File: src/hw/rtl/percent_encode_decode_assert.svh
// Assertion macros for the percent encoder / decoder.
// ped_assert_imp: same-cycle implication; ped_assert_nxt: next-cycle implication.
`ifndef PERCENT_ENCODE_DECODE_ASSERT_SVH
`define PERCENT_ENCODE_DECODE_ASSERT_SVH
`ifndef SYNTHESIS
`define PED_ASSERT_IMP(lbl, clk, rst_n, ante, cons) \
    lbl: assert property (@(posedge clk) disable iff (!rst_n) (ante) |-> (cons)) \
        else $error("percent_encode_decode: assertion failed");
`define PED_ASSERT_NXT(lbl, clk, rst_n, ante, cons) \
    lbl: assert property (@(posedge clk) disable iff (!rst_n) (ante) |=> (cons)) \
        else $error("percent_encode_decode: assertion failed");
`else
`define PED_ASSERT_IMP(lbl, clk, rst_n, ante, cons)
`define PED_ASSERT_NXT(lbl, clk, rst_n, ante, cons)
`endif
`endif

File: src/hw/rtl/ped_pkg.sv
package ped_pkg;

    // escape character
    localparam logic [7:0] C_PCT = 8'h25;

    // number of output words one input word can expand to
    localparam int unsigned C_MAX_OUT = 3;

    // decode escape tracking
    typedef enum logic [1:0] {
        PEND_NONE  = 2'd0,  // nothing held
        PEND_PCT   = 2'd1,  // a '%' is held
        PEND_DIGIT = 2'd2   // a '%' and its first digit are held
    } t_pend_state;

    typedef logic [7:0] t_byte;

    // letters, digits, - . _ ~
    function automatic logic is_unreserved(input t_byte c);
        is_unreserved = (c >= 8'h61 && c <= 8'h7A) || (c >= 8'h41 && c <= 8'h5A) ||
                        (c >= 8'h30 && c <= 8'h39) || c == 8'h2D || c == 8'h2E ||
                        c == 8'h5F || c == 8'h7E;
    endfunction

    // nibble to upper-case hex character
    function automatic t_byte hex_char(input logic [3:0] v);
        if (v < 4'd10) begin
            hex_char = 8'h30 + {4'h0, v};
        end else begin
            hex_char = 8'h37 + {4'h0, v};
        end
    endfunction

    // hex character to value; anything else keeps its raw value
    function automatic t_byte digit_value(input t_byte c);
        if (c >= 8'h30 && c <= 8'h39) begin
            digit_value = c - 8'h30;
        end else if (c >= 8'h61 && c <= 8'h66) begin
            digit_value = c - 8'h57;
        end else if (c >= 8'h41 && c <= 8'h46) begin
            digit_value = c - 8'h37;
        end else begin
            digit_value = c;
        end
    endfunction

endpackage

File: src/hw/rtl/percent_encode_decode.sv
// Streaming percent (URL) encoder / decoder. One byte of a string enters per word, with
// i_last_byte on its final byte; i_cfg_decode_mode selects encoding (0) or decoding (1), and
// a write to it drops any half-received escape, so write it only between strings while the
// block is idle. Every input word is expanded into a three-entry buffer in the cycle it is
// accepted, and the buffer drains through the output register one word per cycle while
// i_out_ready is high. An input byte yields one output word if it passes through or
// completes an escape, three for an escaped byte in encode mode, two ('%' and the byte) for
// a byte that ends the string right after a '%' in decode mode, and none for a held '%' or
// first digit. The first output word passes through the buffer and then the output register
// before it is valid. The single output port limits the flow; the next input word is taken
// in the cycle the buffer hands over its last word.
`include "percent_encode_decode_assert.svh"

module percent_encode_decode (
    input  logic                i_clk,
    input  logic                i_rst_n,
    // configuration
    input  logic                i_cfg_valid,
    output logic                o_cfg_ready,
    input  logic                i_cfg_decode_mode,
    // input words
    input  logic                i_in_valid,
    output logic                o_in_ready,
    input  ped_pkg::t_byte      i_data_byte,
    input  logic                i_last_byte,
    // output words
    output logic                o_out_valid,
    input  logic                i_out_ready,
    output ped_pkg::t_byte      o_out_byte,
    output logic                o_run_end,
    output logic                o_string_end
);
    import ped_pkg::*;

    // state
    logic        r_mode;
    t_pend_state r_pend, n_pend;
    t_byte       r_held, n_held;

    // expansion buffer
    t_byte       r_buf [C_MAX_OUT];
    logic [1:0]  r_buf_cnt;
    logic        r_buf_last;

    // output register
    logic        r_out_valid;
    t_byte       r_out_byte;
    logic        r_out_run_end;
    logic        r_out_str_end;

    // expansion of the current input word
    t_byte       n_buf [C_MAX_OUT];
    logic [1:0]  n_cnt;
    t_byte       w_a, w_b;

    logic        w_in_acc;
    logic        w_cfg_acc;
    logic        w_out_load;
    logic        w_pop;

    assign o_cfg_ready = 1'b1;
    assign w_cfg_acc   = i_cfg_valid & o_cfg_ready;

    // output register takes a word when empty or being emptied
    assign w_out_load = (r_buf_cnt != 2'd0) && (!r_out_valid || i_out_ready);
    assign w_pop      = w_out_load;

    assign o_in_ready = (r_buf_cnt == 2'd0) || (w_pop && r_buf_cnt == 2'd1);
    assign w_in_acc   = i_in_valid & o_in_ready;

    assign w_a = digit_value(r_held);
    assign w_b = digit_value(i_data_byte);

    // next escape state
    always_comb begin
        n_pend = r_pend;
        n_held = r_held;
        if (r_mode) begin
            case (r_pend)
                PEND_NONE: begin
                    if (i_data_byte == C_PCT && !i_last_byte) begin
                        n_pend = PEND_PCT;
                    end
                end
                PEND_PCT: begin
                    if (!i_last_byte) begin
                        n_pend = PEND_DIGIT;
                        n_held = i_data_byte;
                    end else begin
                        n_pend = PEND_NONE;
                        n_held = '0;
                    end
                end
                PEND_DIGIT: begin
                    n_pend = PEND_NONE;
                    n_held = '0;
                end
                default: begin
                    n_pend = PEND_NONE;
                    n_held = '0;
                end
            endcase
            if (i_last_byte) begin
                n_pend = PEND_NONE;
                n_held = '0;
            end
        end
    end

    // output words for the current input word
    always_comb begin
        n_cnt = 2'd0;
        for (int k = 0; k < C_MAX_OUT; k++) begin
            n_buf[k] = i_data_byte;
        end
        if (!r_mode) begin
            if (is_unreserved(i_data_byte)) begin
                n_cnt = 2'd1;
            end else begin
                n_cnt    = 2'd3;
                n_buf[0] = C_PCT;
                n_buf[1] = hex_char(i_data_byte[7:4]);
                n_buf[2] = hex_char(i_data_byte[3:0]);
            end
        end else begin
            case (r_pend)
                PEND_NONE: begin
                    if (!(i_data_byte == C_PCT && !i_last_byte)) begin
                        n_cnt = 2'd1;
                    end
                end
                PEND_PCT: begin
                    if (i_last_byte) begin
                        n_cnt    = 2'd2;
                        n_buf[0] = C_PCT;
                    end
                end
                PEND_DIGIT: begin
                    n_cnt    = 2'd1;
                    n_buf[0] = {w_a[3:0], 4'h0} | w_b;
                end
                default: begin
                    n_cnt = 2'd0;
                end
            endcase
        end
    end

    // mode and escape state
    always_ff @(posedge i_clk) begin
        if (!i_rst_n) begin
            r_mode <= 1'b0;
            r_pend <= PEND_NONE;
            r_held <= '0;
        end else if (w_cfg_acc) begin
            r_mode <= i_cfg_decode_mode;
            r_pend <= PEND_NONE;
            r_held <= '0;
        end else if (w_in_acc) begin
            r_pend <= n_pend;
            r_held <= n_held;
        end
    end

    // expansion buffer: load on accept, shift out one word per pop
    always_ff @(posedge i_clk) begin
        if (!i_rst_n) begin
            r_buf_cnt <= 2'd0;
        end else if (w_in_acc) begin
            r_buf_cnt <= n_cnt;
        end else if (w_pop) begin
            r_buf_cnt <= r_buf_cnt - 2'd1;
        end
    end

    always_ff @(posedge i_clk) begin
        if (w_in_acc) begin
            r_buf      <= n_buf;
            r_buf_last <= i_last_byte;
        end else if (w_pop) begin
            r_buf[0] <= r_buf[1];
            r_buf[1] <= r_buf[2];
        end
    end

    // output register
    always_ff @(posedge i_clk) begin
        if (!i_rst_n) begin
            r_out_valid <= 1'b0;
        end else if (w_out_load) begin
            r_out_valid <= 1'b1;
        end else if (i_out_ready) begin
            r_out_valid <= 1'b0;
        end
    end

    always_ff @(posedge i_clk) begin
        if (w_out_load) begin
            r_out_byte    <= r_buf[0];
            r_out_run_end <= (r_buf_cnt == 2'd1);
            r_out_str_end <= (r_buf_cnt == 2'd1) && r_buf_last;
        end
    end

    assign o_out_valid  = r_out_valid;
    assign o_out_byte   = r_out_byte;
    assign o_run_end    = r_out_run_end;
    assign o_string_end = r_out_str_end;

    // checks
    `PED_ASSERT_IMP(a_enc_no_pend, i_clk, i_rst_n, !r_mode, r_pend == PEND_NONE)
    `PED_ASSERT_IMP(a_str_end_run_end, i_clk, i_rst_n, o_out_valid && o_string_end, o_run_end)
    `PED_ASSERT_NXT(a_digit_after_pct, i_clk, i_rst_n, r_pend == PEND_NONE, r_pend != PEND_DIGIT)

endmodule
File: config.mk
export PLATFORM = sky130hd
export DESIGN_NAME = percent_encode_decode
export DESIGN_NICKNAME = d
export VERILOG_FILES = /design/src/hw/rtl/ped_pkg.sv /design/src/hw/rtl/percent_encode_decode.sv
export VERILOG_INCLUDE_DIRS = /design/src /design/src/hw/rtl
export SDC_FILE = /design/constraint.sdc
export NUM_CORES = 1
export LEC_CHECK = 0
export ABC_AREA = 0
export BUFFER_PORTS_ARGS = -buffer_cell sky130_fd_sc_hd__buf_2
export CAP_MARGIN = 25
export CORE_AREA = 8 8 104 68
export DETAILED_ROUTE_END_ITERATION = 12
export DIE_AREA = 0 0 112 76
export GPL_ROUTABILITY_DRIVEN = 0
export PLACE_DENSITY = 0.87
export SLEW_MARGIN = 20
export SYNTH_ARGS = -nofsm -noshare
export SYNTH_HDL_FRONTEND = slang
export SYNTH_SLANG_ARGS = --single-unit
File: constraint.sdc
create_clock -name i_clk -period 9 [get_ports i_clk]
set_input_delay 1.8 -clock i_clk [delete_from_list [all_inputs] [get_ports i_clk]]
set_output_delay 1.8 -clock i_clk [all_outputs]
set_load 0.02 [all_outputs]
# Word-level counts from Yosys, hierarchy flattened
# Index checks and enable logic that the tools add are counted.
# classes
eq_ne	10
add_sub_neg	11
mux	29
order_cmp	16
n_mul	0
shifts	0
div_mod_pow	0
bitwise	3
n_reduce_logical	30
# ops
operator	n
less-or-equal comparator 8 x 7 -> 1 bit (second input constant)	6
two-way mux 16 bit	3
two-way mux 8 bit	6
>= comparator 8 x 7 -> 1 bit (second input constant)	4
case mux 8 bit (2 select lines)	2
adder 6 x 4 -> 7 bit (first input constant)	4
equality test 8 x 6 -> 1 bit (second input constant)	3
two-way mux 24 bit	1
equality test 8 x 7 -> 1 bit (second input constant)	2
>= comparator 8 x 6 -> 1 bit (second input constant)	2
less-or-equal comparator 8 x 6 -> 1 bit (second input constant)	2
subtractor 8 x 6 -> 8 bit (second input constant)	2
two-way mux 2 bit	7
two-way mux 7 bit	2
logical AND 1 bit	12
two-way mux 4 bit	3
logical OR 1 bit	8
< comparator 4 bit (second input constant)	2
OR 8 bit	1
subtractor 4 x 3 -> 4 bit (second input constant)	2
subtractor 8 x 7 -> 8 bit (second input constant)	1
case mux 2 bit (3 select lines)	1
AND reduction 3 bit	2
nonzero test 2 bit	3
other kinds (13)	18
# word_totals
mem_bits_rw	0
elab_cells	111
latch_bits	0
register_bits	49
inputBits	15
output_inout_bits	13
romBits	0
n_memories	0

# Longest topological paths before layout
# Gate-level depths: netlist of run 1.
# logic_depth
ltp_word	11
ltp_mapped	11
mapped_depth_nobuf	9

# Worst setup path after synthesis of run 1
# No wires, ideal clock.
# synth_timing
path_kind	input to register
start	input i_data_byte[1]
end	register r_buf[2] (netlist name) (data pin)
required_time_ns	8.738
stages	9
path_slack_ns	4.712
t_arrival_ns	4.026
path_cell_list	clkbuf_1 -> inv_1 -> ha_1 -> or4b_4 -> a21oi_2 -> o311ai_2 -> nor3_4 -> and3_1 -> mux2_1
# synth_lines
element	line_no	rtl
start: declaration	percent_encode_decode.sv:24	input ped_pkg::t_byte i_data_byte,
end signal: assignment	percent_encode_decode.sv:178	r_buf <= n_buf;
end: declaration	percent_encode_decode.sv:41	t_byte r_buf [C_MAX_OUT];

==> flow_metrics.py, run 1 <==
metrics = {
    "power": {
        "power.density_nw_per_um2": 215,
        "power_leakage_nw": 1.26,
        "peakVddDrop_v": 0.000100,
    },
    "cells_and_area": {
        "finalNonFillerCells": 414,
        "final_cell_mix": "edfxtp_1 (35), o21ai_0 (28), nand2_1 (27)",
        "nFillCells": 490,
        "finish.net_count": 375,
        "syn2layout_area_growth_pct": 6.76,
        "final_common_cell": "edfxtp_1",
        "finalInstanceArea_sq_um": 3300,
        "antenna_cells": 0,
        "drive_gt1_share_pct": 13.2,
    },
    "floorplanning": {
        "start_util_pct": 54.0,
        "die_w_um": 112,
        "rows": 22,
        "core_area_sq_um": 5730,
        "die_h_um": 76,
        "pin_count": 28,
        "die-area_sq_um": 8510,
    },
    "clocking": {
        "cts_tree": "built",
        "cts_buffer_depth": 2,
        "path_clk_slew_ns": 0.09,
        "clockRootBuffer": "clkbuf_8",
        "cts-buffers-inserted": 5,
        "cts_max_level": 2,
        "cts_resized": 0,
        "clock_latency_ns": 0.31,
        "cts.sinks": 48,
        "holdBufCountCts": 0,
        "cts_setup_buffers": 0,
    },
    "grt": {
        "grt_usage_pct": 17.7,
        "grt_pass1_vias": 2457,
        "overflow": 0,
        "grt_pass1_wl_mm": 12.3,
        "grt_max_degree": 26,
        "antenna_found_initial": 0,
    },
    "min_path": {
        "hold_path.class": "reg2reg",
    },
    "yosys": {
        "syn_avg_cell_area_sq_um": 9.39,
        "synthSimpleGateAreaFrac_pct": 19.2,
        "synthFlopType": "edfxtp_1",
        "synth_top_family_by_area": "compound AO/OA/AOI/OAI gates",
        "postSynthCellCount": 329,
        "synth_mux_area_share_pct": 2.75,
        "synth-compound-area-share_pct": 21.7,
        "syn-cell-area_sq_um": 3090,
        "yosysSeqAreaShare_pct": 42.4,
        "syn_nets": 363,
        "synth_fa_ha_area_share_pct": 7.70,
        "synthArstFlopShare_pct": 0,
        "ys_ff_latch": 48,
        "synth_edf_count": 35,
        "yosysUniqueCellTypes": 62,
        "yosysWarnings": 0,
        "synth_xor_area_share_pct": 1.13,
    },
    "routing": {
        "wirelength_mm": 7.45,
        "ant_nets": 0,
        "drtPass1Iterations": 5,
        "drc": 0,
        "num_vias": 2635,
        "avgViaCountPerCell": 6.36,
        "drt_iter0_markers": 335,
        "wire_per_inst_um": 18.0,
    },
    "timing": {
        "max_slew.worst_pin.slew_ns": 0.872,
        "hold_violations": 0,
        "fin_skew_ns": 0.00513,
        "setup_viol": 0,
        "fmax_mhz": 224,
        "fin_setup_tns_ns": 0,
        "final_max_slew_viol_count": 0,
        "finalCriticalPeriod_ns": 4.47,
        "rsz0062_at_grt": "no",
        "slew_headroom_pct": 41.7,
        "period_share_pct": 49.7,
    },
    "critical_path": {
        "required_ns": 9.07,
        "start_kind": "primary input",
        "crit_arrival_ns": 4.54,
        "path_max_fanout": 19,
        "critPathCaptureType": "flop",
        "critPathKind": "in2reg",
    },
    "placement": {
        "dp_hpwl_mm": 5.47,
        "portBuffers": 26,
        "dpl_cell_area_sq_um": 3210,
        "placed_cells": 406,
    },
    "flow_run": {
        "max_cap_viol_count": 0,
    },
    "status": {
        "run_status": "finished, final reports clean",
    },
}
-- worst max-delay path, stage by stage --
cell      delay [ns]
buf_2           0.25
inv_1           0.16
ha_1            0.26
o21bai_1        0.13
a21boi_0        0.12
o21ai_2         0.36
o311ai_2        0.25
nor3_4          0.63
and3_1          0.25
mux2_1          0.32
-- state kept, by name (all words and copies together) (netlist names) --
| signal | count |
|---|---|
| r_buf_last | 1 |
| o_run_end | 1 |
| r_pend | 2 |
| r_buf_cnt | 2 |
| r_mode | 1 |
| r_buf | 24 |
| o_out_byte | 8 |
| o_string_end | 1 |
| o_out_valid | 1 |
| r_held | 7 |
-- routing by layer --
| layer | vias up | track usage [%] | share of wire, % |
|---|---|---|---|
| met3 | 12 | 6.01 | 12 |
| met2 | 139 | 25.1 | 41 |
| met4 | 0 | 5.62 | 1.6 |
| met5 | - | 0 | 0 |
| met1 | 1251 | 24.5 | 45 |
| li1 | 1233 | - | - |
-- where the power goes --
group	internal (mW)	switching, mW
registers	0.339	0.0202
clock network	0.0544	0.0754
logic	0.0699	0.149
-- synth_stat cells, drive strengths merged, types with 2 or more instances --
cell type / instances / area [sq um]
edfxtp: 35 / 1050
o21ai: 32 / 164
a21oi: 27 / 139
nand2: 27 / 101
nor2: 22 / 82.6
ha: 19 / 238
clkbuf: 17 / 63.8
inv: 15 / 56.3
nand3: 15 / 75.1
dfxtp: 13 / 260
and3: 7 / 43.8
nor2b: 7 / 43.8
nand2b: 6 / 37.5
nor3: 6 / 46.3
and2: 4 / 25.0
buf: 4 / 33.8
mux2: 4 / 45.0
mux2i: 4 / 40.0
o21a: 4 / 30.0
o31a: 4 / 35.0
xnor2: 4 / 35.0
a2111oi: 3 / 26.3
a21boi: 3 / 22.5
a21o: 3 / 22.5
a221oi: 3 / 26.3
a31oi: 3 / 18.8
a211oi: 2 / 15.0
a22oi: 2 / 15.0
nand4: 2 / 12.5
nand4b: 2 / 17.5
nor3b: 2 / 15.0
nor4: 2 / 18.8
nor4b: 2 / 17.5
o2111a: 2 / 22.5
o21bai: 2 / 15.0
o311a: 2 / 20.0
o311ai: 2 / 25.0
o31ai: 2 / 15.0
or2: 2 / 15.0
-- cell type report --
cell class	count	area, sq um	area share [%]
clock buffer	5	68.8	2.09
tap	72	90.1	2.73
multi-input combinational	245	1620	49.2
timing repair buffer	26	130	3.95
sequential	48	1310	39.8
inverter	15	56.3	1.71
clock inverter	3	17.5	0.531
-- cell families (layout without fill, tap and decap cells) --
kind of cell / count (synthesis) / count (layout)
other: 1 / 1
AND/OR/NAND/NOR: 110 / 110
XOR/XNOR: 4 / 4
adder cells (fa/ha/maj): 19 / 19
buffers and inverters: 36 / 49
flip-flops: 48 / 48
multiplexers: 8 / 8
AO/OA/AOI/OAI: 103 / 103
-- per-stage QoR --
stage	utilization (%)	setup WS (ns)	power [mW]	hold slack [ns]
finish	57.6	4.53	0.709	0.425
global placement	56.1	4.38	0.575	0.402
global route	57.6	4.35	0.748	0.435
floorplan	-	4.71	0.516	0.400
CTS	57.6	4.60	0.713	0.426
detailed placement	56.1	4.25	0.584	0.405
-- path summary, 6_finish.rpt --
| path | end | cells past startpoint | slack [ns] | start |
|---|---|---|---|---|
| max | r_buf[2]$_DFFE_PP_ | 10 | 4.53 | i_data_byte[1] |
| max reg2reg | r_buf[13]$_DFFE_PP_ | 7 | 6.15 | r_buf_cnt[0]$_SDFFE_PN0P_ |
| min | o_out_byte[7]$_DFFE_PP_ | 0 | 0.42 | r_buf[23]$_DFFE_PP_ |
| min reg2reg | o_out_byte[7]$_DFFE_PP_ | 0 | 0.42 | r_buf[23]$_DFFE_PP_ |
Power figures use the tool's default switching activity.
==> run 2, diff against run 1 <==
==> constraint.sdc (replaced) <==
create_clock -name i_clk -period 4.2 [get_ports i_clk]
set_input_delay 0.84 -clock i_clk [delete_from_list [all_inputs] [get_ports i_clk]]
set_output_delay 0.84 -clock i_clk [all_outputs]
set_load 0.02 [all_outputs]
==> run 2 against run 1 <==
  * Core utilization grew 1.3 points
  * Via count grew 2.7%
  * Clock-buffer cell count is the same
  * Non-clock buffer count grew 3
  * Worst setup slack lost 3.6 ns
  * Global-route usage shrank 0.15 points
  * Largest power group unchanged
  * Critical path depth is the same
  * Register-to-register slack lost 4.2 ns
  * Critical path type unchanged
  * Largest cell class unchanged
  * Design area grew 2.2%
  * Highest routed layer unchanged
==> flow_metrics.py, run 2 (same netlist as run 1, synthesis figures left out) <==
metrics = {
    "grt": {
        "antenna_found_initial": 0,
        "grt_max_degree": 26,
        "grt_pass1_wl_mm": 12.3,
        "grt_pass1_vias": 2460,
        "overflow": 0,
        "grt_usage_pct": 17.5,
    },
    "critical_path": {
        "cpPeakStageDelay_ns": 0.64,
        "worst-path-buf-inv": 2,
        "cpLargestDelayFamily": "compound AO/OA/AOI/OAI gates",
        "path_max_fanout": 15,
        "cpMaxStageDelayCell": "a221oi_1",
        "critPathCaptureType": "flop",
        "start_kind": "primary input",
        "crit_chain": "buf_2, inv_1, ha_1, or4b_4, nand2_1, a221oi_1, o21ai_0, a22oi_1, mux2_2, o31ai_1",
        "crit_arrival_ns": 3.44,
        "required_ns": 4.36,
        "critPathKind": "in2reg",
    },
    "routing": {
        "ant_nets": 0,
        "wire_per_inst_um": 18.2,
        "wirelength_mm": 7.57,
        "drtPass1Iterations": 5,
        "num_vias": 2707,
        "avgViaCountPerCell": 6.49,
        "drt_iter0_markers": 253,
        "drc": 0,
    },
    "timing": {
        "whs_ns": 0.413,
        "final_max_slew_viol_count": 0,
        "rsz0062_at_grt": "no",
        "setup_viol": 0,
        "slew_headroom_pct": 42.3,
        "period_share_pct": 78.2,
        "max_slew.worst_pin.slew_ns": 0.864,
        "fmax_mhz": 304,
        "hold_violations": 0,
        "finalCriticalPeriod_ns": 3.28,
        "fin_skew_ns": 0.0118,
        "fin_setup_tns_ns": 0,
    },
    "placement": {
        "dp_hpwl_mm": 5.37,
        "portBuffers": 26,
        "dpl_cell_area_sq_um": 3230,
    },
    "floorplanning": {
        "core_area_sq_um": 5730,
        "die-area_sq_um": 8510,
        "start_util_pct": 54.0,
        "rows": 22,
        "pin_count": 28,
        "die_w_um": 112,
        "die_h_um": 76,
    },
    "cells_and_area": {
        "top_register": "r_buf",
        "final_cell_mix": "edfxtp_1 (35), o21ai_0 (28), nand2_1 (27)",
        "largest_reg_flops": 24,
        "nFillCells": 486,
        "finalInstanceArea_sq_um": 3370,
        "antenna_cells": 0,
        "syn2layout_area_growth_pct": 9.15,
        "drive_gt1_share_pct": 14.2,
        "finalCoreUtilization_pct": 58.9,
        "final_common_cell": "edfxtp_1",
        "finish.net_count": 378,
    },
    "clocking": {
        "cts_setup_buffers": 0,
        "cts_max_level": 2,
        "clockRootBuffer": "clkbuf_8",
        "cts.sinks": 48,
        "cts_buffer_depth": 2,
        "cts_tree": "built",
        "cts_resized": 0,
        "clock_latency_ns": 0.31,
        "holdBufCountCts": 0,
        "path_clk_slew_ns": 0.10,
        "cts-buffers-inserted": 5,
    },
    "flow_run": {
        "max_cap_viol_count": 0,
    },
    "power": {
        "power.density_nw_per_um2": 494,
        "peakVddDrop_v": 0.000222,
        "power_leakage_nw": 1.30,
    },
    "status": {
        "run_status": "finished, final reports clean",
    },
    "min_path": {
        "hold_path.class": "reg2reg",
    },
}
-- run 2: cell count changes in the layout (fill, tap and decap cells not counted) --
cell | previous run | this run
clkinv_2 | 1 | 0
clkinv_1 | 1 | 0
buf_4 | 0 | 3
bufinv_16 | 0 | 2
-- run 2: power by group --
part	total, mW	leakage (nW)	internal, mW	switching [mW]
Combinational	0.484	0.782	0.159	0.325
Clock	0.410	0.0687	0.240	0.171
Sequential	0.771	0.451	0.727	0.0447
Total	1.67	1.30	1.13	0.540
-- run 2: path summary, 6_finish.rpt --
check | cells past startpoint | start | to | slack [ns]
min reg2reg | 0 | r_buf[17]$_DFFE_PP_ | o_out_byte[1]$_DFFE_PP_ | 0.41
max reg2reg | 8 | r_pend[1]$_SDFFE_PP0P_ | r_buf[22]$_DFFE_PP_ | 1.93
min | 0 | r_buf[17]$_DFFE_PP_ | o_out_byte[1]$_DFFE_PP_ | 0.41
max | 10 | i_data_byte[1] | r_buf[22]$_DFFE_PP_ | 0.92
-- run 2: layer usage --
layer  wire [um]  vias to the layer above  global-route usage (%)
met5           0                        -                       0
met4         137                        0                    5.62
met3         987                       17                    6.33
met2        3160                      179                    24.8
met1        3290                     1270                    24.2
li1            -                     1241                       -
-- run 2: per-stage QoR --
step / std cells / setup WS, ns / power (mW)
floorplan: 329 / 0.872 / 1.10
global placement: 409 / 0.719 / 1.24
detailed placement: 409 / 0.657 / 1.26
CTS: 417 / 0.978 / 1.67
global route: 417 / 0.751 / 1.74
finish: 417 / 0.916 / 1.67
-- run 2: layout make-up --
type                            count  area [sq um]  area share (%)
Multi-Input combinational cell    245          1620            48.2
Sequential cell                    48          1310            38.9
Timing Repair Buffer               29           153            4.53
Tap cell                           72          90.1            2.67
Clock buffer                        5          68.8            2.04
Clock inverter                      3          68.8            2.04
Inverter                           15          56.3            1.67
